<file path="src/design/gwm_pkg.sv">
// Shared types and constants for the glob wildcard matcher.
// Used by gwm_front, gwm_back and glob_wildcard_matcher_unit; depends on nothing.
package gwm_pkg;

    // Default number of pattern entries.
    localparam int PATTERN_MAX_DEF = 32;

    // Width of the pattern length register.
    localparam int CFG_W = 6;

    // Depths of the command queue and the result queue.
    localparam int CMD_DEPTH = 4;
    localparam int RES_DEPTH = 2;

    // Function codes on the input channel.
    localparam logic [1:0] FUNC_LOAD = 2'd0;
    localparam logic [1:0] FUNC_CHAR = 2'd1;
    localparam logic [1:0] FUNC_END  = 2'd2;

    // Pattern entry kinds.
    localparam logic [2:0] KIND_LITERAL = 3'd0;
    localparam logic [2:0] KIND_ANY     = 3'd1;
    localparam logic [2:0] KIND_DIGIT   = 3'd2;
    localparam logic [2:0] KIND_LOWER   = 3'd3;
    localparam logic [2:0] KIND_UPPER   = 3'd4;
    localparam logic [2:0] KIND_STAR    = 3'd5;

    // Character class bounds.
    localparam logic [7:0] CHAR_DIGIT_LO = 8'h30;
    localparam logic [7:0] CHAR_DIGIT_HI = 8'h39;
    localparam logic [7:0] CHAR_LOWER_LO = 8'h61;
    localparam logic [7:0] CHAR_LOWER_HI = 8'h7A;
    localparam logic [7:0] CHAR_UPPER_LO = 8'h41;
    localparam logic [7:0] CHAR_UPPER_HI = 8'h5A;

    // Operation carried from the front part to the back part.
    typedef enum logic [1:0] {
        OP_LOAD,
        OP_CHAR,
        OP_END
    } op_t;

    // One classified command in the command queue.
    typedef struct packed {
        op_t        op;
        logic [4:0] idx;
        logic [2:0] kind;
        logic [7:0] data;
        logic       is_digit;
        logic       is_lower;
        logic       is_upper;
    } cmd_t;

endpackage

</file>
<file path="src/design/gwm_fifo.sv">
// Small synchronous first-in first-out queue of generic width.
// Stands between the front and back parts and holds results; no package use.
module gwm_fifo #(
    parameter int DEPTH = 4,
    parameter int WIDTH = 8
) (
    input  logic             clk,
    input  logic             rst_n,
    input  logic             wr_en,
    input  logic [WIDTH-1:0] wr_data,
    output logic             full,
    input  logic             rd_en,
    output logic [WIDTH-1:0] rd_data,
    output logic             empty
);

    localparam int PTR_W = $clog2(DEPTH);
    localparam int CNT_W = $clog2(DEPTH + 1);

    logic [WIDTH-1:0] mem_reg [DEPTH];
    logic [PTR_W-1:0] wr_ptr_reg;
    logic [PTR_W-1:0] wr_ptr_next;
    logic [PTR_W-1:0] rd_ptr_reg;
    logic [PTR_W-1:0] rd_ptr_next;
    logic [CNT_W-1:0] count_reg;
    logic [CNT_W-1:0] count_next;
    logic             do_wr;
    logic             do_rd;

    // Status flags and read port.
    assign full    = (count_reg == CNT_W'(DEPTH));
    assign empty   = (count_reg == '0);
    assign rd_data = mem_reg[rd_ptr_reg];
    assign do_wr   = wr_en && !full;
    assign do_rd   = rd_en && !empty;

    // Pointer and count updates.
    always_comb
    begin
        wr_ptr_next = wr_ptr_reg;
        rd_ptr_next = rd_ptr_reg;
        count_next  = count_reg;
        if (do_wr)
        begin
            wr_ptr_next = (wr_ptr_reg == PTR_W'(DEPTH - 1)) ? '0 : wr_ptr_reg + 1'b1;
        end
        if (do_rd)
        begin
            rd_ptr_next = (rd_ptr_reg == PTR_W'(DEPTH - 1)) ? '0 : rd_ptr_reg + 1'b1;
        end
        case ({do_wr, do_rd})
            2'b10:   count_next = count_reg + 1'b1;
            2'b01:   count_next = count_reg - 1'b1;
            default: count_next = count_reg;
        endcase
    end

    always_ff @(posedge clk or negedge rst_n)
    begin
        if (!rst_n)
        begin
            wr_ptr_reg <= '0;
            rd_ptr_reg <= '0;
            count_reg  <= '0;
        end
        else
        begin
            wr_ptr_reg <= wr_ptr_next;
            rd_ptr_reg <= rd_ptr_next;
            count_reg  <= count_next;
        end
    end

    // Storage is payload only and needs no reset.
    always_ff @(posedge clk)
    begin
        if (do_wr)
        begin
            mem_reg[wr_ptr_reg] <= wr_data;
        end
    end

endmodule

</file>
<file path="src/design/gwm_front.sv">
// Front part: accepts input transactions, drops those with no effect and
// classifies test characters. Depends on gwm_pkg.
module gwm_front #(
    parameter int PATTERN_MAX = gwm_pkg::PATTERN_MAX_DEF
) (
    input  logic          push,
    output logic          full,
    input  logic [1:0]    func,
    input  logic [4:0]    entry_index,
    input  logic [2:0]    entry_kind,
    input  logic [7:0]    entry_byte,
    input  logic [7:0]    test_char,
    input  logic          cmd_full,
    output logic          cmd_push,
    output gwm_pkg::cmd_t cmd
);

    logic keep;

    assign full = cmd_full;

    // Decode the function and build the command for the back part.
    always_comb
    begin
        keep         = 1'b0;
        cmd.op       = gwm_pkg::OP_CHAR;
        cmd.idx      = entry_index;
        cmd.kind     = entry_kind;
        cmd.data     = test_char;
        cmd.is_digit = (test_char >= gwm_pkg::CHAR_DIGIT_LO)
                       && (test_char <= gwm_pkg::CHAR_DIGIT_HI);
        cmd.is_lower = (test_char >= gwm_pkg::CHAR_LOWER_LO)
                       && (test_char <= gwm_pkg::CHAR_LOWER_HI);
        cmd.is_upper = (test_char >= gwm_pkg::CHAR_UPPER_LO)
                       && (test_char <= gwm_pkg::CHAR_UPPER_HI);
        case (func)
            gwm_pkg::FUNC_LOAD:
            begin
                // Loads beyond the pattern store are dropped.
                keep     = (int'(entry_index) < PATTERN_MAX);
                cmd.op   = gwm_pkg::OP_LOAD;
                cmd.data = entry_byte;
            end
            gwm_pkg::FUNC_CHAR:
            begin
                keep   = 1'b1;
                cmd.op = gwm_pkg::OP_CHAR;
            end
            gwm_pkg::FUNC_END:
            begin
                keep   = 1'b1;
                cmd.op = gwm_pkg::OP_END;
            end
            default:
            begin
                keep = 1'b0;
            end
        endcase
    end

    assign cmd_push = push && !cmd_full && keep;

endmodule

</file>
<file path="src/design/gwm_back.sv">
// Back part: holds pattern, active position set and length register; runs
// one command per cycle unless an end finds res_full. Depends on gwm_pkg.
module gwm_back #(
    parameter int PATTERN_MAX = gwm_pkg::PATTERN_MAX_DEF
) (
    input  logic                      clk,
    input  logic                      rst_n,
    input  logic                      cfg_wr_en,
    input  logic [gwm_pkg::CFG_W-1:0] cfg_wr_data,
    input  logic                      cmd_empty,
    input  gwm_pkg::cmd_t             cmd,
    output logic                      cmd_pop,
    input  logic                      res_full,
    output logic                      res_push,
    output logic                      res_matched
);

    localparam int LEN_W = $clog2(PATTERN_MAX + 1);
    localparam int LVL   = $clog2(PATTERN_MAX + 1);

    logic [2:0]                kind_reg [PATTERN_MAX];
    logic [7:0]                byte_reg [PATTERN_MAX];
    logic [PATTERN_MAX:0]      active_reg;
    logic [PATTERN_MAX:0]      active_next;
    logic                      saw_reg;
    logic                      saw_next;
    logic [gwm_pkg::CFG_W-1:0] plen_reg;
    logic [LEN_W-1:0]          used_len;
    logic [PATTERN_MAX-1:0]    in_len;
    logic [PATTERN_MAX-1:0]    is_star;
    logic [PATTERN_MAX-1:0]    accepts;
    logic [PATTERN_MAX:0]      cur;
    logic [PATTERN_MAX:0]      step;
    logic                      match;
    logic                      exec;

    // Clamp the length register to the store size.
    always_comb
    begin
        if ({1'b0, plen_reg} > 7'(PATTERN_MAX))
        begin
            used_len = LEN_W'(PATTERN_MAX);
        end
        else
        begin
            used_len = LEN_W'(plen_reg);
        end
    end

    // Per-entry decode: in use, star, and whether it takes the character.
    always_comb
    begin
        for (int i = 0; i < PATTERN_MAX; i++)
        begin
            in_len[i]  = (LEN_W'(i) < used_len);
            is_star[i] = (kind_reg[i] == gwm_pkg::KIND_STAR);
            case (kind_reg[i])
                gwm_pkg::KIND_LITERAL: accepts[i] = (cmd.data == byte_reg[i]);
                gwm_pkg::KIND_ANY:     accepts[i] = 1'b1;
                gwm_pkg::KIND_DIGIT:   accepts[i] = cmd.is_digit;
                gwm_pkg::KIND_LOWER:   accepts[i] = cmd.is_lower;
                gwm_pkg::KIND_UPPER:   accepts[i] = cmd.is_upper;
                default:               accepts[i] = 1'b0;
            endcase
        end
    end

    // Star closure as a parallel prefix: an active position flows forward
    // through every run of stars inside the used length.
    always_comb
    begin
        logic [PATTERN_MAX:0] g;
        logic [PATTERN_MAX:0] t;
        logic [PATTERN_MAX:0] g_n;
        logic [PATTERN_MAX:0] t_n;
        g    = active_reg;
        t[0] = 1'b0;
        for (int j = 1; j <= PATTERN_MAX; j++)
        begin
            t[j] = is_star[j-1] && in_len[j-1];
        end
        for (int l = 0; l < LVL; l++)
        begin
            g_n = g;
            t_n = t;
            for (int j = (1 << l); j <= PATTERN_MAX; j++)
            begin
                g_n[j] = g[j] || (t[j] && g[j - (1 << l)]);
                t_n[j] = t[j] && t[j - (1 << l)];
            end
            g = g_n;
            t = t_n;
        end
        cur = g;
    end

    // Position update for one test character.
    always_comb
    begin
        step = '0;
        for (int i = 0; i < PATTERN_MAX; i++)
        begin
            if (cur[i] && in_len[i])
            begin
                if (is_star[i])
                begin
                    step[i] = 1'b1;
                end
                else if (accepts[i])
                begin
                    step[i+1] = 1'b1;
                end
            end
        end
    end

    // An empty pattern always matches; otherwise a character must have been
    // seen and the end position must be reachable.
    assign match = (used_len == '0) || (saw_reg && cur[used_len]);

    // A command runs unless it is an end and the result queue is full.
    assign exec        = !cmd_empty && ((cmd.op != gwm_pkg::OP_END) || !res_full);
    assign cmd_pop     = exec;
    assign res_push    = exec && (cmd.op == gwm_pkg::OP_END);
    assign res_matched = match;

    // Next state of the active set.
    always_comb
    begin
        active_next = active_reg;
        saw_next    = saw_reg;
        if (exec)
        begin
            case (cmd.op)
                gwm_pkg::OP_CHAR:
                begin
                    active_next = step;
                    saw_next    = 1'b1;
                end
                gwm_pkg::OP_END:
                begin
                    active_next = (PATTERN_MAX + 1)'(1);
                    saw_next    = 1'b0;
                end
                default:
                begin
                    active_next = active_reg;
                end
            endcase
        end
    end

    always_ff @(posedge clk or negedge rst_n)
    begin
        if (!rst_n)
        begin
            active_reg <= (PATTERN_MAX + 1)'(1);
            saw_reg    <= 1'b0;
            plen_reg   <= '0;
        end
        else
        begin
            active_reg <= active_next;
            saw_reg    <= saw_next;
            if (cfg_wr_en)
            begin
                plen_reg <= cfg_wr_data;
            end
        end
    end

    // Pattern store; entries hold no reset value.
    always_ff @(posedge clk)
    begin
        for (int i = 0; i < PATTERN_MAX; i++)
        begin
            if (exec && (cmd.op == gwm_pkg::OP_LOAD) && (int'(cmd.idx) == i))
            begin
                kind_reg[i] <= cmd.kind;
                byte_reg[i] <= cmd.data;
            end
        end
    end

endmodule

</file>
<file path="src/design/glob_wildcard_matcher_unit.sv">
// Glob wildcard matcher, top level.
// Holds the front part, the command queue, the back part and the result
// queue. Depends on gwm_pkg, gwm_front, gwm_fifo and gwm_back.
//
// Usage: the input side is a queue. A transaction is taken when push is high
// and full is low. func selects a pattern load (entry_index, entry_kind,
// entry_byte), a test character (test_char) or the end of a test string.
// Only an end transaction gives a result; matched waits on the output queue
// while empty is low and leaves it when pop is high.
// cfg_wr_en with cfg_wr_data writes pattern_length at once; write it only
// while no transaction is in flight.
// Throughput: one transaction per cycle while the receiver keeps up. Each
// test character updates all pattern positions in parallel in the back part.
// The result of an end transaction is registered in the command queue and
// then in the result queue before it shows on matched.
// Reset empties both queues, clears pattern_length and leaves only position
// zero active; the pattern entries stay undefined until loaded.
// When the receiver stalls, the two-entry result queue fills, end commands
// then wait in the four-entry command queue, and full rises when it fills.
module glob_wildcard_matcher_unit #(
    parameter int PATTERN_MAX = gwm_pkg::PATTERN_MAX_DEF
) (
    input  logic                      clk,
    input  logic                      rst_n,
    input  logic                      push,
    output logic                      full,
    input  logic [1:0]                func,
    input  logic [4:0]                entry_index,
    input  logic [2:0]                entry_kind,
    input  logic [7:0]                entry_byte,
    input  logic [7:0]                test_char,
    output logic                      empty,
    input  logic                      pop,
    output logic                      matched,
    input  logic                      cfg_wr_en,
    input  logic [gwm_pkg::CFG_W-1:0] cfg_wr_data
);

    localparam int CMD_W = $bits(gwm_pkg::cmd_t);

    gwm_pkg::cmd_t front_cmd;
    gwm_pkg::cmd_t back_cmd;
    logic [CMD_W-1:0] back_cmd_bits;
    logic          cmd_push;
    logic          cmd_full;
    logic          cmd_pop;
    logic          cmd_empty;
    logic          res_push;
    logic          res_full;
    logic          res_matched;

    // Accept and classify input transactions.
    gwm_front #(
        .PATTERN_MAX (PATTERN_MAX)
    ) u_front (
        .push        (push),
        .full        (full),
        .func        (func),
        .entry_index (entry_index),
        .entry_kind  (entry_kind),
        .entry_byte  (entry_byte),
        .test_char   (test_char),
        .cmd_full    (cmd_full),
        .cmd_push    (cmd_push),
        .cmd         (front_cmd)
    );

    // Command queue between the front and back parts.
    gwm_fifo #(
        .DEPTH (gwm_pkg::CMD_DEPTH),
        .WIDTH (CMD_W)
    ) u_cmd_fifo (
        .clk     (clk),
        .rst_n   (rst_n),
        .wr_en   (cmd_push),
        .wr_data (front_cmd),
        .full    (cmd_full),
        .rd_en   (cmd_pop),
        .rd_data (back_cmd_bits),
        .empty   (cmd_empty)
    );

    assign back_cmd = gwm_pkg::cmd_t'(back_cmd_bits);

    // Pattern matching engine.
    gwm_back #(
        .PATTERN_MAX (PATTERN_MAX)
    ) u_back (
        .clk         (clk),
        .rst_n       (rst_n),
        .cfg_wr_en   (cfg_wr_en),
        .cfg_wr_data (cfg_wr_data),
        .cmd_empty   (cmd_empty),
        .cmd         (back_cmd),
        .cmd_pop     (cmd_pop),
        .res_full    (res_full),
        .res_push    (res_push),
        .res_matched (res_matched)
    );

    // Result queue toward the receiver.
    gwm_fifo #(
        .DEPTH (gwm_pkg::RES_DEPTH),
        .WIDTH (1)
    ) u_res_fifo (
        .clk     (clk),
        .rst_n   (rst_n),
        .wr_en   (res_push),
        .wr_data (res_matched),
        .full    (res_full),
        .rd_en   (pop),
        .rd_data (matched),
        .empty   (empty)
    );

endmodule
</file>
<file path="config.mk">
export PLATFORM = sky130hd
export DESIGN_NAME = glob_wildcard_matcher_unit
export DESIGN_NICKNAME = d
export VERILOG_FILES = /design/src/design/gwm_pkg.sv /design/src/design/gwm_fifo.sv /design/src/design/gwm_front.sv /design/src/design/gwm_back.sv /design/src/design/glob_wildcard_matcher_unit.sv
export SDC_FILE = /design/constraint.sdc
export NUM_CORES = 1
export LEC_CHECK = 0
export ABC_AREA = 1
export BUFFER_PORTS_ARGS = -buffer_cell sky130_fd_sc_hd__buf_2
export CAP_MARGIN = 10
export CORE_MARGIN = 2
export CORE_UTILIZATION = 51
export CTS_BUF_LIST = sky130_fd_sc_hd__clkbuf_4 sky130_fd_sc_hd__clkbuf_8
export DETAILED_ROUTE_END_ITERATION = 8
export PLACE_DENSITY_LB_ADDON = 0.25
export SLEW_MARGIN = 20
export SYNTH_ARGS = -nofsm -noshare
export SYNTH_HDL_FRONTEND = slang
export SYNTH_SLANG_ARGS = --single-unit
export TNS_END_PERCENT = 20
</file>
<file path="constraint.sdc">
create_clock -name clk -period 8.65 [get_ports clk]
set_clock_uncertainty 0.1 [all_clocks]
set_input_delay 1.2975 -clock clk [delete_from_list [all_inputs] [get_ports clk]]
set_output_delay 1.2975 -clock clk [all_outputs]
set_load 0.02 [all_outputs]
</file>
; ---- Word-level counts from Yosys, hierarchy flattened
; Memory sizes are Yosys's and may differ from the RTL's.
; Cells that the tools add are included.
[totals]
ramBits = 438
inputBits = 37
reg_bits = 51
n_memories = 4
[op_classes]
eq_ne = 236
mux = 428
addsub = 8
order_cmp = 40
reduce_logical = 593
[memory_table]
columns = memory, words, width, read_ports, rd_clocked_by_memory_dff, write_ports, line
row1 = u_back.byte_reg, 32, 8, 32, 0, 1, gwm_back.sv:22  ; logic [7:0] byte_reg [PATTERN_MAX];
row2 = u_back.kind_reg, 32, 3, 32, 0, 1, gwm_back.sv:21  ; logic [2:0] kind_reg [PATTERN_MAX];
row3 = u_cmd_fifo.mem_reg, 4, 21, 1, 0, 1, gwm_fifo.sv:20  ; logic [WIDTH-1:0] mem_reg [DEPTH];
row4 = u_res_fifo.mem_reg, 2, 1, 1, 0, 1, gwm_fifo.sv:20
[op_table]
columns = cell, n
row1 = $logic_and 1x1->1, 347
row2 = $mux 5, 62
row3 = $eq 8x8->1, 32
row4 = $mux 8, 32
row5 = $reduce_or 8->1, 31
row6 = $mux 1, 230
row7 = $eq 3x3->1 const B, 65
row8 = $eq 3x2->1 const B, 64
row9 = $pmux 1 s5, 32
row10 = $logic_or 1x1->1, 137
row11 = $logic_not 3->1, 33
row12 = $eq 3x1->1 const B, 32
row13 = $lt 5x6->1 const A, 16
row14 = $reduce_or 3->1, 32
row15 = $mux 3, 31
row16 = $eq 5x5->1 const B, 16
row17 = $mux 2, 34
row18 = $pmux 33 s2, 1
row19 = $lt 4x6->1 const A, 8
row20 = $eq 5x4->1 const B, 8
row21 = $lt 3x6->1 const A, 4
row22 = $eq 5x3->1 const B, 4
row23 = $ge 8x7->1 const B, 2
row24 = $le 8x7->1 const B, 2
row25 = other kinds (27), 50

; ---- Depth between registers and ports, before layout
; Gate-level depths: netlist of run 1.
[logic_depth]
ltp_word = 69
depth_mapped = 23

; ---- Modules after synthesis
; From an unflattened synthesis of run 1, not the netlist that was laid out.
[unflattened]
cells_unflattened = 2480
area_unflattened_um2 = 24626.1
[modules_own_cells]
columns = module, n_inst, cells_per_inst, area_per_inst_um2
row1 = gwm_back, 1, 2071, 20039.2
row2 = gwm_fifo at u_cmd_fifo, 1, 306, 3932.5
row3 = gwm_front, 1, 65, 341.6
row4 = gwm_fifo at u_res_fifo, 1, 38, 312.8

; ---- Worst setup path after synthesis of run 1
; No wires, ideal clock.
[synth_timing]
path_kind = register to register
start = register u_cmd_fifo.rd_ptr_reg[0]
end = memory u_back.byte_reg[16][0], in the netlist u_back.byte_reg[1][0], enable pin
arrival_ns = 3.019
stages_incl_launch_ff = 14
required_time_ns = 8.172
setup_time_ns = 0.378
path_slack_ns = 5.153
path_cell_list = dfrtp_1 buf_4 clkbuf_1 clkbuf_1 clkbuf_1 nand2_1 a32o_1 ha_1 nand3b_1 nand2_1 nor2_1 nand2_1 clkbuf_1 nor2_1
[synth_via]
elab_chain_cells = 40
word_cells_on_any_way = 227
[synth_lines]
columns = item, line
row1 = from (decl), gwm_fifo.sv:23  ; logic [PTR_W-1:0] rd_ptr_reg;
row2 = from (signal assigned), gwm_fifo.sv:69  ; rd_ptr_reg <= rd_ptr_next;
row3 = $mem_v2 4x21 *, n/a
row4 = $ne 2x2->1, gwm_back.sv:122  ; assign exec = !cmd_empty && ((cmd.op != gwm_pkg::OP_END) || !res_full);
row5 = $logic_or 1x1->1, gwm_back.sv:122
row6 = $logic_and 1x1->1, gwm_back.sv:122
row7 = $logic_and 1x1->1 (2 in series), gwm_back.sv:177  ; if (exec && (cmd.op == gwm_pkg::OP_LOAD) && (int'(cmd.idx) == i))
row8 = $mux 1, gwm_back.sv:177
row9 = $mux 1 (not written as such), gwm_back.sv:180  ; byte_reg[i] <= cmd.data;
row10 = $reduce_or 8->1 (no line), n/a
row11 = $mux 5 (no line) / $mux 1 (equally long branches) (31 in series), n/a
row12 = to (decl), gwm_back.sv:22
; Mark *: on every way between the ends. The rest lies on a longest branch, timed or not.

==> out/results.txt, run 1 <==
Initial core utilization: 51.9%
Hold Vio Cnt, Final: 0
Clock buffer depth: 3
Final Instance Area: 26600 µm²
Initial drt markers: 1894
H-tree Lvls: 3
Detailed Place HPWL: 43800 µm
CTS Buf Count: 81
Mapped cell area: 24200 µm²
Cell Pwr Density: 329 nW/µm²
Post-CTS Setup Repair Bufs: 0
# rows: 79
Crit Path Class: reg2reg
Failing checks: design-rule violations
Initial antenna violation count: 1
Layout area overhead: 9.98%
Tcrit/Tclk final: 53.8%
Vert. Die Dim: 222 µm
First-pass GRT wire length: 103000 µm
Via count: 18100
TritonCTS clock tree: yes
Synth Flop Type: edfxtp_1
Actual slew at the worst max-slew pin: 1.09 ns
#FFs+latches synth: 489
Router iterations before antenna repair: 8
Final cell utilization of the core: 57.0%
Pin count of the biggest net entering global routing: 60
Antenna cells: 0
Worst slack, placed: 4.11 ns
PostCTS Resize Cnt: 0
Hold crit path type: reg2reg
Hold_buf cts: 0
Syn avg cell area: 10.1 µm²
Seq/Total Area, Yosys: 59.6%
WP data arrival: 5.13 ns
Slew headroom: 27.0%
Synth async-reset ratio: 10.4%
Die Area: 49200 µm²
Number of I/O port buffers: 39
# setup viols final: 0
Post-Route WL: 68000 µm
Most frequent cells in the layout: nand2_1 (503), edfxtp_1 (438), inv_1 (253)
Ports: 40
CP Launch Type: register
EDFF count, synth: 438
Fin nets: 2522
Reg clk slew, reported paths: 0.06 ns
Crit. End Element: register
Hold slack: 0.415 ns
Worst skew pair latency: 0.69 ns
Synth Warn #: 0
Setup TNS Final: 0 ns
Global-route usage over all layers: 27.8%
Peak supply drop: 265 µV
Leakage power: 10.0 nW
Commonest non-fill, non-tap cell in the layout: nand2_1
Yosys cell types: 68
Crit path time final: 4.66 ns
Run status: finished with violations
DRC errors left: 2
Unrepaired setup endpoints after global routing: false
Core area: 46700 µm²
Vias in the first global route: 17600
Root cell of the clock tree: clkbuf_8
Total gr overflow: 0
Vias per Instance: 5.75
Final WS setup: 3.99 ns
Syn_nets: 2444
Max Cap Violations: 0
Wirelength per Cell: 21.6 µm
Max FFs per register: 256
Antenna Nets Post-Route: 0
Fill count: 3945
Area after DPL: 25000 µm²
GP Congestion: 0.946
Clock sink count: 489
Syn Inst Count: 2397
Required time of the critical path: 9.12 ns
Fmax: 0.215 GHz
Crit-path max FO: 45
Max Slew Vio Count: 0
Share of cells above drive strength 1: 12.7%
Chip width: 222 µm
cells in the mapped netlist, types with 6 or more instances:
master / number / area, µm²
o311ai_0: 10 / 87.6
nor4_1: 19 / 119
clkbuf_1: 36 / 135
nand3_1: 140 / 701
xnor2_1: 98 / 858
or2_2: 28 / 175
o21ai_1: 7 / 35.0
nor3_1: 42 / 210
xor2_1: 61 / 534
dfrtp_1: 50 / 1250
edfxtp_1: 438 / 13200
a32oi_1: 9 / 78.8
nand2_2: 21 / 131
a22oi_1: 9 / 67.6
nand2_1: 508 / 1910
ha_1: 9 / 113
nand4_1: 41 / 257
nor2_1: 192 / 721
a211oi_1: 15 / 113
o21bai_1: 6 / 45.0
nor2_4: 6 / 67.6
a21oi_1: 73 / 365
o2111ai_1: 9 / 78.8
o21ai_0: 141 / 706
nor2_2: 13 / 81.3
inv_1: 258 / 968
buf_2: 21 / 105
o22ai_1: 24 / 150
a31oi_1: 16 / 100
buf_4: 8 / 60.1
inv_2: 8 / 30.0
logic make-up (layout without fill, tap and decap cells):
| kind of cell | Yosys count | after routing | synth area share, % |
|---|---|---|---|
| AO/OA/AOI/OAI | 352 | 352 | 8.81 |
| XOR/XNOR | 159 | 159 | 5.75 |
| adder cells (fa/ha/maj) | 10 | 10 | 0.548 |
| buffers and inverters | 342 | 480 | 5.71 |
| flip-flops | 489 | 489 | 59.6 |
| multiplexers | 1 | 1 | 0.0465 |
| AND/OR/NAND/NOR | 1044 | 1044 | 19.5 |
worst paths after layout:
check / startpoint / endpoint / slack, ns / cells past startpoint
setup / recovery: u_cmd_fifo.rd_ptr_reg[0] / u_back.active_reg[17] / 3.99 / 16
max in group asynchronous: rst_n / u_back.active_reg[21] / 7.29 / 2
hold reg to reg: u_cmd_fifo.count_reg[0] / u_cmd_fifo.count_reg[0] / 0.41 / 1
hold / removal: u_cmd_fifo.count_reg[0] / u_cmd_fifo.count_reg[0] / 0.41 / 1
min in group asynchronous: rst_n / u_cmd_fifo.wr_ptr_reg[1] / 0.65 / 2
setup reg to reg: u_cmd_fifo.rd_ptr_reg[0] / u_back.active_reg[17] / 3.99 / 16
critical path, stage by stage (launching register included):
cell      delay (ns)
dfrtp_1         0.36
buf_4           0.26
inv_2           0.59
nand2_1         0.12
nand3_1         0.12
nand2_2         0.51
buf_4           0.47
inv_1           0.50
buf_4           0.44
o22ai_1         0.11
a211oi_1        0.30
a22oi_1         0.15
o22ai_1         0.22
nand2_1         0.08
nand2_1         0.06
nand2_1         0.04
o21ai_0         0.08
per-layer routing:
metal  share of wire, %  routed length, µm  up-vias  global-route usage [%]
met5              0.016                 11        -                       0
met2                 47              31700      806                    44.8
li1                   -                  -     8392                       -
met3                9.1               6180      129                    4.85
met4                2.7               1850        2                    10.2
met1                 42              28300     8738                    38.1
layout make-up:
| type | instances | area [µm²] | area share (%) |
|---|---|---|---|
| clock buffer | 115 | 1410 | 5.29 |
| clock inverter | 28 | 164 | 0.616 |
| inverter | 270 | 1020 | 3.82 |
| multi-input combinational | 1566 | 8430 | 31.7 |
| sequential | 489 | 14400 | 54.2 |
| tap | 607 | 759 | 2.85 |
| timing repair buffer | 67 | 405 | 1.52 |
power by group:
| group | total (W) | switching, W | internal [W] |
|---|---|---|---|
| logic | 0.00348 | 0.00263 | 0.000851 |
| registers | 0.00328 | 0.0000978 | 0.00318 |
| clock network | 0.00199 | 0.000934 | 0.00106 |
metrics by stage:
| step | std cells | total power, W |
|---|---|---|
| 2_1_floorplan | 2397 | 0.00544 |
| 3_3_place_gp | 2999 | 0.00670 |
| 3_5_place_dp | 2999 | 0.00677 |
| 4_1_cts | 3142 | 0.00875 |
| 5_1_grt | 3142 | 0.00914 |
| 6_report | 3142 | 0.00875 |
(Power assumes the default switching activity.)
==> inputs of run 2 (changes only) <==
Settings changed: ABC_AREA 1 to 0.
Clock period 8.65 ns to 4.4 ns, I/O delays scaled along.
==> run 2 against run 1 <==
Effect of this change: the run now ends clean; maximum frequency increased by 13%; die area down 5.5%; non-clock buffer count grew 60; critical endpoint is now u_res_fifo.mem_reg[1]; largest cell class unchanged; largest power group is now sequential cells.
==> out/results.txt, run 2 <==
Switch share: 37.3%
Root cell of the clock tree: clkbuf_8
Die Area: 46500 µm²
Most frequent cells in the layout: edfxtp_1 (438), xor2_1 (157), xnor2_1 (107)
Power Internal: 0.0101 W
Wirelength per Cell: 23.1 µm
Post-Route WL: 57900 µm
Number of I/O port buffers: 39
M1 WL: 26000 µm
Final cell utilization of the core: 58.4%
# setup viols final: 0
WP buf/inv: 0
Antenna Nets Post-Route: 0
Initial core utilization: 51.6%
Max Slew Vio Count: 0
Reg-to-reg critical path endpoint: u_res_fifo.mem_reg[1]
Setup TNS Final: 0 ns
Global-route usage over all layers: 25.2%
# rows: 77
CTS Buf Count: 82
Yosys cell types: 95
Switching power total: 0.00603 W
Commonest cells post-synth: edfxtp_1 (438), xor2_1 (157), xnor2_1 (107), nand2_1 (104), nor2_1 (97)
Flop pwr share: 39.3%
Hold crit path type: in2reg
GP Congestion: 0.928
Clock buffer depth: 3
Hold Vio Cnt, Final: 0
Chip width: 216 µm
Router iterations before antenna repair: 5
Synth Flop Type: edfxtp_1
Peak supply drop: 540 µV
TritonCTS clock tree: yes
Via count: 14800
Vias per Instance: 5.90
Met3 WL post-DR: 4400 µm
Reg2Reg Setup Slack: 0.26 ns
Fill count: 3557
Clock sink count: 489
Worst skew pair latency: 0.68 ns
Total gr overflow: 0
Commonest non-fill, non-tap cell in the layout: edfxtp_1
Slowest cell on crit path: nor3_2
Syn Inst Count: 1708
Slowest Stage Delay on Critical Path: 0.89 ns
Crit-path max FO: 14
Max FFs per register: 256
Reg clk slew, reported paths: 0.06 ns
Tcrit/Tclk final: 94.1%
Detailed Place HPWL: 38700 µm
Crit path time final: 4.14 ns
Layout area overhead: 13.1%
Leakage power: 8.89 nW
Required time of the critical path: 4.69 ns
Actual slew at the worst max-slew pin: 1.11 ns
Post-synth top area cell: edfxtp_1
Run status: completed
FF/Latch Area: 14400 µm²
Cell Pwr Density: 626 nW/µm²
CP top delay family: compound AO/OA/AOI/OAI gates
Antenna cells: 0
Vert. Die Dim: 216 µm
HP Start: entry_index[2]
Initial drt markers: 1484
Cells along the critical path: nor3_2 -> o21bai_1 -> o211a_1 -> o21a_1 -> o31ai_1 -> a21o_1 -> o21ai_0 -> and2_1 -> or3_1 -> a21oi_1 -> o31ai_2
Max Cap Violations: 0
EDFF count, synth: 438
Synth async-reset ratio: 10.4%
Top Layer Used: met5
Min-Delay Path Depth: 1
R2R depth: 11
Fmax: 0.242 GHz
Synth Warn #: 0
Hold Crit Endpoint: u_cmd_fifo.mem_reg[1][16]
H-tree Lvls: 3
CP Launch Type: register
Seq/Total Area, Yosys: 63.2%
Top cells by area, synth: edfxtp_1 (58%), xor2_1 (6.0%), dfrtp_1 (5.5%)
Post-synth top area share: 57.6%
Mapped cell area: 22800 µm²
#FFs+latches synth: 489
Unrepaired setup endpoints after global routing: false
Syn_nets: 1755
FF-to-FF Start: u_back.plen_reg[5]
Detail Route met2 WL: 26200 µm
Logic pwr share: 36.1%
Crit. End Element: register
DRC errors left: 0
Initial antenna violation count: 2
Ports: 40
Share of cells above drive strength 1: 17.3%
Clock share of power: 24.6%
Cell with the most instances after synthesis: edfxtp_1
Fin nets: 1890
First-pass GRT wire length: 88400 µm
Vias in the first global route: 14700
Multi-input logic area: 7960 µm²
Core area: 44200 µm²
Slew headroom: 26.1%
Syn avg cell area: 13.4 µm²
WP data arrival: 4.43 ns
Pin count of the biggest net entering global routing: 43
Crit Path Class: reg2reg
[run 2: cells by family after synthesis]
kind of cell,after synthesis,synth area share [%]
adders and majority gates,10,0.581
muxes,47,3.18
and+or+nand+nor,445,10.4
DFF,489,63.2
buffers and inverters,110,2.09
xor gates and xnor gates,264,10.1
AOI/OAI and AO/OA,343,10.5
[run 2: layer usage]
| layer | track usage (%) | vias up |
|---|---|---|
| li1 | - | 6798 |
| met1 | 36.2 | 7350 |
| met2 | 38.4 | 513 |
| met3 | 6.15 | 94 |
| met4 | 7.03 | 4 |
| met5 | 0 | - |
[run 2: area by class of cell]
class                      instances  area share (%)
inverter                          34           0.494
clock inverter                    40            1.00
tap                              592            2.87
timing repair buffer             127            3.61
clock buffer                     112            5.29
sequential                       489            55.9
multi-input combinational       1109            30.8
[run 2: worst max-delay path by stage]
stage	cells past startpoint	to	startpoint
2_1_floorplan	10	u_back.byte_reg[0][40]	u_cmd_fifo.rd_ptr_reg[0]
3_3_place_gp	11	u_res_fifo.mem_reg[0]	u_back.plen_reg[2]
3_5_place_dp	11	u_res_fifo.mem_reg[1]	u_back.plen_reg[2]
4_1_cts	11	u_res_fifo.mem_reg[1]	u_back.plen_reg[2]
5_1_grt	9	u_back.active_reg[18]	u_cmd_fifo.rd_ptr_reg[0]
6_report	11	u_res_fifo.mem_reg[1]	u_back.plen_reg[5]
[run 2: per-stage QoR]
| stage | setup WS [ns] | instances | total power (W) | hold slack, ns | cell area, µm² |
|---|---|---|---|---|---|
| after floorplan | 0.225 | 1708 | 0.0100 | 0.264 | 22800 |
| after detailed placement | 0.197 | 2349 | 0.0123 | 0.383 | 24200 |
| after global routing | 0.0152 | 2503 | 0.0170 | 0.0623 | 25800 |
| after CTS | 0.154 | 2501 | 0.0163 | 0.0522 | 25800 |
| final | 0.261 | 2503 | 0.0162 | 0.0915 | 25800 |
| after global placement | 0.303 | 2349 | 0.0122 | 0.365 | 24200 |
[run 2: repair_timing]
| action | in CTS | in global routing |
|---|---|---|
| gates resized for setup | 0 | 1 |
| buffers inserted | 0 | 0 |
| endpoints found under the hold margin | 0 | 34 |
| setup endpoints to repair | 0 | 2 |
| hold buffers | 0 | 1 |
[run 2: power by group through the flow]
stage	registers (W)	clock network (W)	logic [W]
global placement	0.00642	0	0.00576
finish	0.00635	0.00397	0.00583
CTS	0.00635	0.00406	0.00589
detailed placement	0.00644	0	0.00587
global route	0.00639	0.00427	0.00633
floorplan	0.00633	0	0.00368
